**config.mk**
```make
export PLATFORM = sky130hd
export DESIGN_NAME = wrm_lane
export DESIGN_NICKNAME = d
export VERILOG_FILES = /design/src/hw/rtl/wrm_pkg.sv /design/src/hw/rtl/wrm_lane.sv
export SDC_FILE = /design/constraint.sdc
export NUM_CORES = 1
export LEC_CHECK = 0
export ABC_AREA = 1
export BUFFER_PORTS_ARGS = -buffer_cell sky130_fd_sc_hd__buf_2
export CAP_MARGIN = 20
export CORE_MARGIN = 4
export CORE_UTILIZATION = 35
export DETAILED_ROUTE_END_ITERATION = 12
export GPL_TIMING_DRIVEN = 0
export PLACE_DENSITY = 0.6
export SYNTH_ARGS = -nofsm -noshare
export SYNTH_HDL_FRONTEND = slang
export SYNTH_SLANG_ARGS = --single-unit
export TNS_END_PERCENT = 10
```
**constraint.sdc**
```tcl
create_clock -name clk -period 2.6 [get_ports clk]
set_input_delay 0.13 -clock clk [delete_from_list [all_inputs] [get_ports clk]]
set_output_delay 0.13 -clock clk [all_outputs]
set_load 0.02 [all_outputs]
```
**src/hw/rtl/wrm_pkg.sv**
```systemverilog
`timescale 1ns / 1ps
package wrm_pkg;

    localparam int DATA_W   = 184;
    localparam int LANES    = 7;
    localparam int OP_W     = 32;
    localparam int QUO_BITS = 32;

    localparam logic       FUNC_RESTART      = 1'b1;
    localparam logic [1:0] VALIDITY_UNPARSED = 2'd3;

    typedef enum logic [2:0] {
        ST_IDLE,
        ST_MUL_A,
        ST_MUL_B,
        ST_DIV_PREP,
        ST_DIV,
        ST_WRITE,
        ST_OUT
    } state_t;

    typedef struct packed {
        logic load_a;
        logic load_b;
        logic mul_step;
        logic mul_bit;
        logic div_start;
        logic div_step;
    } lane_ctl_t;

endpackage

```
**src/hw/rtl/wrm_lane.sv**
```systemverilog
`timescale 1ns / 1ps
// One averaging lane: bit-serial signed multiply-accumulate of a*c + b*w,
// then restoring division of the magnitude, one quotient bit per cycle.
module wrm_lane #(
    parameter int MW = 16
) (
    input  logic                     clk,
    input  wrm_pkg::lane_ctl_t       ctl,
    input  logic signed [wrm_pkg::OP_W-1:0] a,
    input  logic signed [wrm_pkg::OP_W-1:0] b,
    input  logic [MW:0]              divisor,
    output logic signed [wrm_pkg::OP_W-1:0] q
);
    localparam int ACC_W = MW + wrm_pkg::OP_W + 2;
    localparam int REM_W = MW + 1;
    localparam int QB    = wrm_pkg::QUO_BITS;

    logic [ACC_W-1:0] acc_reg, acc_next;
    logic [ACC_W-1:0] mcand_reg, mcand_next;
    logic [REM_W-1:0] rem_reg, rem_next;
    logic [QB-1:0]    quo_reg, quo_next;
    logic             neg_reg, neg_next;
    logic [ACC_W-1:0] mag;
    logic [REM_W:0]   trial;
    logic [REM_W:0]   diff;
    logic             ge;

    always_comb
    begin
        mag   = acc_reg[ACC_W-1] ? (~acc_reg + ACC_W'(1)) : acc_reg;
        trial = {rem_reg, quo_reg[QB-1]};
        diff  = trial - {1'b0, divisor};
        ge    = (trial >= {1'b0, divisor});

        acc_next   = acc_reg;
        mcand_next = mcand_reg;
        rem_next   = rem_reg;
        quo_next   = quo_reg;
        neg_next   = neg_reg;

        if (ctl.load_a)
        begin
            acc_next   = '0;
            mcand_next = {{(ACC_W-wrm_pkg::OP_W){a[wrm_pkg::OP_W-1]}}, a};
        end
        else
        begin
            if (ctl.mul_step && ctl.mul_bit)
            begin
                acc_next = acc_reg + mcand_reg;
            end
            if (ctl.load_b)
            begin
                mcand_next = {{(ACC_W-wrm_pkg::OP_W){b[wrm_pkg::OP_W-1]}}, b};
            end
            else if (ctl.mul_step)
            begin
                mcand_next = {mcand_reg[ACC_W-2:0], 1'b0};
            end
        end

        if (ctl.div_start)
        begin
            neg_next = acc_reg[ACC_W-1];
            rem_next = mag[QB +: REM_W];
            quo_next = mag[QB-1:0];
        end
        else if (ctl.div_step)
        begin
            rem_next = ge ? diff[REM_W-1:0] : trial[REM_W-1:0];
            quo_next = {quo_reg[QB-2:0], ge};
        end
    end

    always_ff @(posedge clk)
    begin
        acc_reg   <= acc_next;
        mcand_reg <= mcand_next;
        rem_reg   <= rem_next;
        quo_reg   <= quo_next;
        neg_reg   <= neg_next;
    end

    assign q = neg_reg ? (~quo_reg + QB'(1)) : quo_reg;

endmodule

```
======== After elaboration in Yosys (flattened, before gate mapping) ========
Cells that the tools add are included.
word-level totals
  bits of input ports ..................... 88
  flip-flop bits (word level) ............. 150
  word-level logic and storage cells ...... 25
  output and inout bits ................... 32
operators by class
  add/subtract/negate cells ............... 4
  reduce and logical (&&, ||, !) cells .... 3
  multiplexer cells ....................... 10
  bitwise operators ....................... 2
  $lt $le $gt $ge ......................... 1
operators by type and width
  operator                                        number
  two-way mux 50 bit                              3
  two-way mux 32 bit                              3
  two-way mux 17 bit                              3
  adder 50 bit                                    1
  adder 49 x 1 -> 49 bit (second input constant)  1
  two-way mux 49 bit                              1
  NOT 49 bit                                      1
  adder 32 x 1 -> 32 bit (second input constant)  1
  NOT 32 bit                                      1
  >= comparator 18 x 17 -> 1 bit                  1
  subtractor 17 bit                               1
  nonzero test 3 bit                              1
  nonzero test 2 bit                              1
  logical AND 1 bit                               1

======== Depth between registers and ports, before layout ========
Gate-level depths: netlist of the first run.
  word-level depth ........................ 4
  depth in mapped cells ................... 17
  gate-level depth less buffers ........... 16

======== Least setup slack after synthesis of the first run ========
Ideal clock, no wire load.
  path type ............................... reg-to-reg
  start point ............................. reg quo_reg[31]
  end point ............................... reg rem_reg[5] (data pin)
  buffers on the path ..................... 1
  period minus slack after synthesis ...... 2.192 ns
  library setup time ...................... 0.260 ns
  arrival ................................. 1.932 ns
  setup slack ............................. 0.408 ns
  stages on the path, launching flop included .. 16
  cell sequence ........................... edfxtp_1 > inv_1 > ha_1 > inv_1 > fa_1 > inv_1 > o21ai_2 > nand2_2 > nand2_2 > nand2_2 > nand2_4 > nand3_4 > nand2_4 > buf_8 > nor2_1 > o21ai_2
on the way
  longest elaborated chain between the ends .. 4
  elaborated cells between the ends (all ways) .. 5
  classes of those cells .................. add/sub (1); order compare (1); mux (3)
ends and longest elaborated chain
  item                                                                 RTL line                        RTL
  from (decl)                                                          wrm_lane.sv:21                  logic [QB-1:0] quo_reg, quo_next;
  from (signal assigned)                                               wrm_lane.sv:80                  quo_reg <= quo_next;
  subtractor 17 bit or >= comparator 18 x 17 -> 1 bit (tied branches)  wrm_lane.sv:32, wrm_lane.sv:33
  two-way mux 17 bit (*)                                               wrm_lane.sv:70                  rem_next = ge ? diff[REM_W-1:0] : trial[REM_W-1:0];
  two-way mux 17 bit (*)                                               wrm_lane.sv:68                  else if (ctl.div_step)
  two-way mux 17 bit (*)                                               wrm_lane.sv:62                  if (ctl.div_start)
  via rem_next[5]                                                      wrm_lane.sv:20                  logic [REM_W-1:0] rem_reg, rem_next;
  to (signal assigned)                                                 wrm_lane.sv:79                  rem_reg <= rem_next;
  to (decl)                                                            wrm_lane.sv:20
Mark *: on every way through the listed nets, which the timed path passes. The rest lies on a longest branch. The select of a mux whose other input is x is not followed.
A chain may end at the register's enable or synchronous reset.

======== Worst setup path in the final report of the first run ========
  start point ............................. reg mcand_reg[0]
  end point ............................... reg acc_reg[40]
on the way
  longest elaborated chain between the ends .. 1
ends and longest elaborated chain
  item                    RTL line        RTL
  from (decl)             wrm_lane.sv:19  logic [ACC_W-1:0] mcand_reg, mcand_next;
  from (signal assigned)  wrm_lane.sv:78  mcand_reg <= mcand_next;
  adder 50 bit            wrm_lane.sv:50  acc_next = acc_reg + mcand_reg;
  to (signal assigned)    wrm_lane.sv:77  acc_reg <= acc_next;
  to (decl)               wrm_lane.sv:18  logic [ACC_W-1:0] acc_reg, acc_next;
Every way passes these cells.

==> run_results.csv, run 1 <==
group,metric,value,unit
routing,drt-total-wl,48.85,mm
die,initial_core_util,0.3579,
finish,final_nets,2601,
grt,grt_pass1_wl,75.84,mm
timing,final-setup-viol-count,0,
grt,grtUsageTotal,0.2204,
synth,synth_cell_types,46,
place,hpwl,40.61,mm
power,internal_power,6.095,mW
job,drv_cap,0,
grt,met2_usage,0.3743,
power,seqPwrFrac,0.315,
synth,yosys.area.top_type_share,0.2146,
clocking,ctsLongestPathBuffers,2,
grt,grt_util_met1,0.3009,
die,die_height,207.9,µm
power,power.density,651.0,mW/mm²
routing,wl_per_cell,16.43,µm
timing,finalCritPeriodShare,0.9781,
synth,synth_area_per_cell,6.224,µm²
synth,yosys.area.top_type,"edfxtp_1",
synth,yosysWarnings,0,
setup_path,rrSetupSlack,0.06,ns
synth,synth_area,0.01399,mm²
routing,via_per_inst,4.870,
finish,fillers,4258,
routing,drtIter0Drc,1041,
clocking,htree_levels,4,
synth,synth_area_leaders,"edfxtp_1, nand2_1, inv_1",
die,dieWidth,207.9,µm
worst_hold_path,worstHoldPathCells,3,
routing,antenna_left,0,
clocking,numCtsBuffers,17,
power,power,10.79,mW
routing,drc,0,
grt,antenna_found_initial,0,
routing,via_count,14480,
finish,syn2layout_area_growth,18.42,%
power,leakage,8.550,nW
grt,grt_start_max_net_pins,50,
worst_hold_path,hold_class,"in2reg",
timing,maxSlewViolCount,0,
synth,syn_nets,2406,
setup_path,r2r_start,"mcand_reg[0]",
setup_path,reg2reg_to,"acc_reg[40]",
setup_path,crit_path_end,"acc_reg[40]",
timing,worstMarginPinSlew,0.9043,ns
die,io_pins,120,
clocking,root_buffer,"clkbuf_16",
grt,grt_pass1_vias,14030,
grt,use_met3,0.02290,
setup_path,crit_start,"mcand_reg[0]",
timing,fin_hold_ws,0.009677,ns
timing,relSlewSlack,0.3972,
routing,drtPass1Iterations,6,
timing,final.setup.worst_slack,0.05681,ns
finish,utilization,0.4238,
timing,finClkSkew,0.01768,ns
synth,yosysSeqAreaShare,0.2861,
die,core,0.03910,mm²
setup_path,required,2.94,ns
clocking,clk_pin_slew,0.08,ns
synth,synthCells,2248,
power,comb_power_share,0.440,
clocking,clock_latency,0.45,ns
die,rows,72,
synth,synth_seq_cells,150,
power,vdd_drop_max,0.0004696,V
die,dieArea,0.04324,mm²
grt,grt.busiest_layer,"met2",
place,io_buffers,118,
power,clkPwrFrac,0.245,
timing,hold_viol_final,0,
setup_path,cp.arrival,2.88,ns
synth,synthFlopType,"edfxtp_1",
timing,rsz0062_at_grt,"true",
finish,drive_above_1_share,0.1010,
setup_path,worstPathMaxFanout,4,
outcome,outcome,"finished, final reports clean",
place,routabilityCongestion,0.9283,
clocking,clkSinkCount,150,
synth,async_flop_share,0,
timing,max_freq,393.2,MHz
setup_path,rr_worst_depth,15,
clocking,cts_tree,"yes",
timing,fin_crit,2.543,ns
grt,grt.overflow.total,0,
synth,synth_edf_count,100,
finish,antenna_cells,0,
setup_path,start_kind,"flop",
setup_path,cp-end-kind,"flop",
place,dpl_worst_slack,-0.1095,ns
power,power.net_switching,4.692,mW
power,p_sw_frac,0.4350,
setup_path,critical_path_class,"reg2reg",
[layout by cell type, fill, tap and decap left out, types with 30 or more instances in the layout]
| cell | instances |
|---|---|
| nand4_1 | 30 |
| dlygate4sd3_1 | 46 |
| ha_1 | 64 |
| buf_2 | 117 |
| dfxtp_1 | 48 |
| clkbuf_1 | 39 |
| nand2_1 | 735 |
| inv_1 | 366 |
| nor2_1 | 187 |
| xor2_1 | 82 |
| o21ai_0 | 103 |
| nand3_1 | 187 |
| edfxtp_1 | 100 |
| a21oi_1 | 114 |
[through the flow]
step / setup TNS (ns) / instance area, µm² / cells
5_1_grt: -0.5780 / 16570 / 2974
3_3_place_gp: -0.4965 / 15230 / 2884
4_1_cts: -0.06162 / 16360 / 2966
3_5_place_dp: -0.5472 / 15250 / 2885
6_report: 0 / 16570 / 2974
2_1_floorplan: 0 / 13990 / 2248
[cells in the mapped netlist (3+ instances only)]
| master | count |
|---|---|
| a21oi_1 | 114 |
| buf_1 | 8 |
| buf_2 | 4 |
| buf_6 | 3 |
| clkbuf_1 | 39 |
| dfxtp_1 | 50 |
| edfxtp_1 | 100 |
| ha_1 | 68 |
| inv_1 | 373 |
| inv_2 | 3 |
| nand2_1 | 745 |
| nand2_2 | 5 |
| nand3_1 | 190 |
| nand3_2 | 5 |
| nand3b_1 | 15 |
| nand4_1 | 30 |
| nor2_1 | 192 |
| nor2_2 | 8 |
| nor3_1 | 29 |
| nor4_1 | 6 |
| o21ai_0 | 108 |
| o21ai_1 | 10 |
| o21ai_2 | 7 |
| o21bai_1 | 12 |
| or2_2 | 3 |
| xnor2_1 | 12 |
| xor2_1 | 82 |
[timing repair]
action                                 4_1_cts  5_1_grt
setup endpoints to repair                   11       45
gates resized for setup                      9       46
endpoints found under the hold margin       30        1
buffers inserted                             4        6
pin swaps                                    2       11
hold buffers                                45        1
[metal layers]
layer  routed length, µm  part of all wire  up-vias
met1               23120              0.47     6498
met4                1173             0.024        0
met2               22560              0.46      385
met5                   0                 0        -
met3                1995             0.041       67
li1                    -                 -     7533
[power groups by stage]
stage	Clock, mW	Combinational, mW	Sequential (mW)
after floorplan	0	3.33	3.24
after global placement	0	4.49	3.43
after detailed placement	0	4.51	3.44
after CTS	2.68	4.63	3.38
after global routing	2.77	5.33	3.44
final	2.64	4.75	3.39
[cells by family after synthesis]
| logic type | after synthesis | synth area share |
|---|---|---|
| flip-flops | 150 | 0.2861 |
| buffers and inverters | 435 | 0.1205 |
| XOR/XNOR | 94 | 0.05884 |
| AO/OA/AOI/OAI | 261 | 0.09935 |
| adder cells (fa/ha/maj) | 70 | 0.06367 |
| AND/OR/NAND/NOR | 1238 | 0.3715 |
[layout make-up]
class,count,area [µm²],area share
Buffer,57,266.5,0.01608
Tap cell,518,648.1,0.03912
Timing Repair Buffer,176,1179,0.07113
Inverter,378,1421,0.08578
Multi-Input combinational cell,1663,8441,0.5094
Clock inverter,15,182.7,0.01102
Sequential cell,150,4006,0.2418
Clock buffer,17,425.4,0.02567
[worst min path at each step]
stage / from / end / slack [ns]
6_report: b[7] / mcand_reg[7] / 0.01
5_1_grt: b[12] / mcand_reg[12] / 0.02
4_1_cts: b[22] / mcand_reg[22] / 0.0004
3_5_place_dp: ctl[1] / neg_reg / 0.36
3_3_place_gp: ctl[1] / neg_reg / 0.36
2_1_floorplan: ctl[1] / neg_reg / 0.24
[worst max-delay path, cell delays in order (launching register included)]
cell,delay [ns]
edfxtp_1,0.49
ha_4,0.20
inv_1,0.05
fa_1,0.41
inv_2,0.09
nand3_1,0.08
nand2_2,0.13
nand2_1,0.08
nand2_2,0.13
nand3_1,0.09
nand3b_1,0.20
nand2_1,0.11
nand3_1,0.08
nand3_1,0.15
nand2_1,0.13
inv_1,0.04
Note: power is estimated with default switching activity, not from simulation.
==> run 2: changes to the inputs <==
Settings changed: CORE_MARGIN 4 to 2.
==> run 2 against run 1 <==
Against the previous run: cell area increased by 0.70%; routed wire length decreased by 1.6%; setup slack improved by 0.031 ns; maximum frequency increased by 1.2%; clock power about the same; non-clock buffer count increased by 14; count of clock-buffer cells in the layout unchanged; critical path depth decreased by 5; utilization decreased by 0.29 points; total power about the same; sequential cell count unchanged; critical path type is now reg2out; critical endpoint is now q[30]; largest cell class unchanged.
==> run_results.csv, run 2 (same netlist as run 1, synthesis figures left out) <==
group,metric,value,unit
timing,fin_hold_ws,0.01084,ns
routing,drt-total-wl,48.05,mm
finish,syn2layout_area_growth,19.24,%
outcome,outcome,"finished, final reports clean",
power,power,10.79,mW
timing,max_freq,398.0,MHz
timing,relSlewSlack,0.4524,
timing,maxSlewViolCount,0,
setup_path,rr_worst_depth,15,
place,placed_area,0.01526,mm²
finish,regArea,0.004004,mm²
timing,rsz0062_at_grt,"true",
timing,final-setup-viol-count,0,
power,leakage,8.619,nW
routing,wl_per_cell,16.04,µm
place,routabilityCongestion,0.9624,
timing,hold_viol_final,0,
routing,drtIter0Drc,1097,
clocking,htree_levels,4,
setup_path,crit_path_end,"q[30]",
routing,via_count,14710,
timing,finalCritPeriodShare,0.9664,
setup_path,reg2reg_to,"acc_reg[40]",
finish,final_nets,2615,
die,dieWidth,203.9,µm
setup_path,worstPathMaxFanout,4,
setup_path,cp-end-kind,"output port",
place,io_buffers,118,
setup_path,r2r_start,"mcand_reg[0]",
routing,top_layer,"met4",
setup_path,crit_start,"quo_reg[0]",
finish,fillers,4307,
finish,antenna_cells,0,
setup_path,required,2.47,ns
timing,fin_crit,2.513,ns
die,dieArea,0.04159,mm²
finish,final_area,0.01668,mm²
clocking,clkSinkCount,150,
clocking,clock_latency,0.46,ns
setup_path,start_kind,"flop",
timing,worstMarginPinSlew,0.8214,ns
place,hpwl,39.77,mm
finish,drive_above_1_share,0.1028,
power,vdd_drop_max,0.0004559,V
finish,stdcell_count,2995,
finish,multiInputGateArea,0.008437,mm²
die,initial_core_util,0.3530,
setup_path,cp.arrival,2.38,ns
routing,dr_wl_met3,2.448,mm
clocking,numCtsBuffers,17,
timing,final.setup.worst_slack,0.08736,ns
power,power.density,646.6,mW/mm²
clocking,root_buffer,"clkbuf_16",
clocking,cts_tree,"yes",
setup_path,critical_path_class,"reg2out",
place,dpl_worst_slack,-0.1693,ns
routing,drc,0,
job,drv_cap,0,
routing,drtPass1Iterations,7,
routing,wl_met2,21.54,mm
finish,utilization,0.4209,
routing,antenna_left,0,
grt,grt_start_max_net_pins,50,
die,io_pins,120,
routing,via_per_inst,4.910,
finish,final_common_cell,"nand2_1",
grt,grtUsageTotal,0.2318,
die,rows,73,
finish,layout_common_cells,"nand2_1, inv_1, nor2_1",
worst_hold_path,hold_class,"in2reg",
timing,finClkSkew,0.02134,ns
die,die_height,203.9,µm
timing,tns,0,ns
clocking,ctsLongestPathBuffers,2,
die,core,0.03964,mm²
clocking,clk_pin_slew,0.08,ns
place,dp.cells,2892,
routing,met1Wirelength,22.79,mm
grt,grt_pass1_vias,13990,
grt,antenna_found_initial,0,
grt,grt.overflow.total,0,
grt,grt_pass1_wl,74.30,mm
setup_path,rrSetupSlack,0.11,ns
## run 2: power breakdown
group / total [mW] / switching, mW / internal [mW]
Combinational: 4.74 / 3.02 / 1.71
Clock: 2.67 / 1.21 / 1.46
Sequential: 3.38 / 0.379 / 3.01
## run 2: area by class of cell
class,instances,area share
well taps,525,0.03937
plain buffers,57,0.01597
flip-flops and latches,150,0.2400
clock inverters,15,0.01095
repair buffers,190,0.07739
clock buffers,17,0.02550
inverters,378,0.08519
multi-input cells,1663,0.5057
## run 2: per-layer routing
metal	global-route usage	vias to the layer above
li1	-	7560
met1	0.3164	6604
met2	0.3828	460
met3	0.02599	82
met4	0.07350	0
met5	0	-
## run 2: worst min-delay path by stage
stage	start	to	slack, ns	depth (start not counted)
final	b[6]	mcand_reg[6]	0.01	3
after global routing	a[0]	mcand_reg[0]	0.03	3
after CTS	b[14]	mcand_reg[14]	0.001	3
after detailed placement	ctl[1]	neg_reg	0.36	1
after global placement	ctl[1]	neg_reg	0.36	1
after floorplan	ctl[1]	neg_reg	0.24	0
## run 2: worst max-delay path, cell delays in order, from the launching register on
cell	delay, ns
edfxtp_1	0.41
inv_2	0.11
ha_4	0.14
inv_4	0.04
nor3_4	0.14
nand4_1	0.14
nor3_1	0.27
o21ai_0	0.20
nor2_1	0.15
xor2_1	0.15
buf_2	0.18
## run 2: timing repair
action | in CTS | in global routing
setup buffers | 10 | 8
endpoints found under the hold margin | 30 | 0
cloned | 0 | 0
gates resized for setup | 18 | 30
setup endpoints to repair | 13 | 38
hold buffers | 52 | 0
pin swaps | 6 | 14
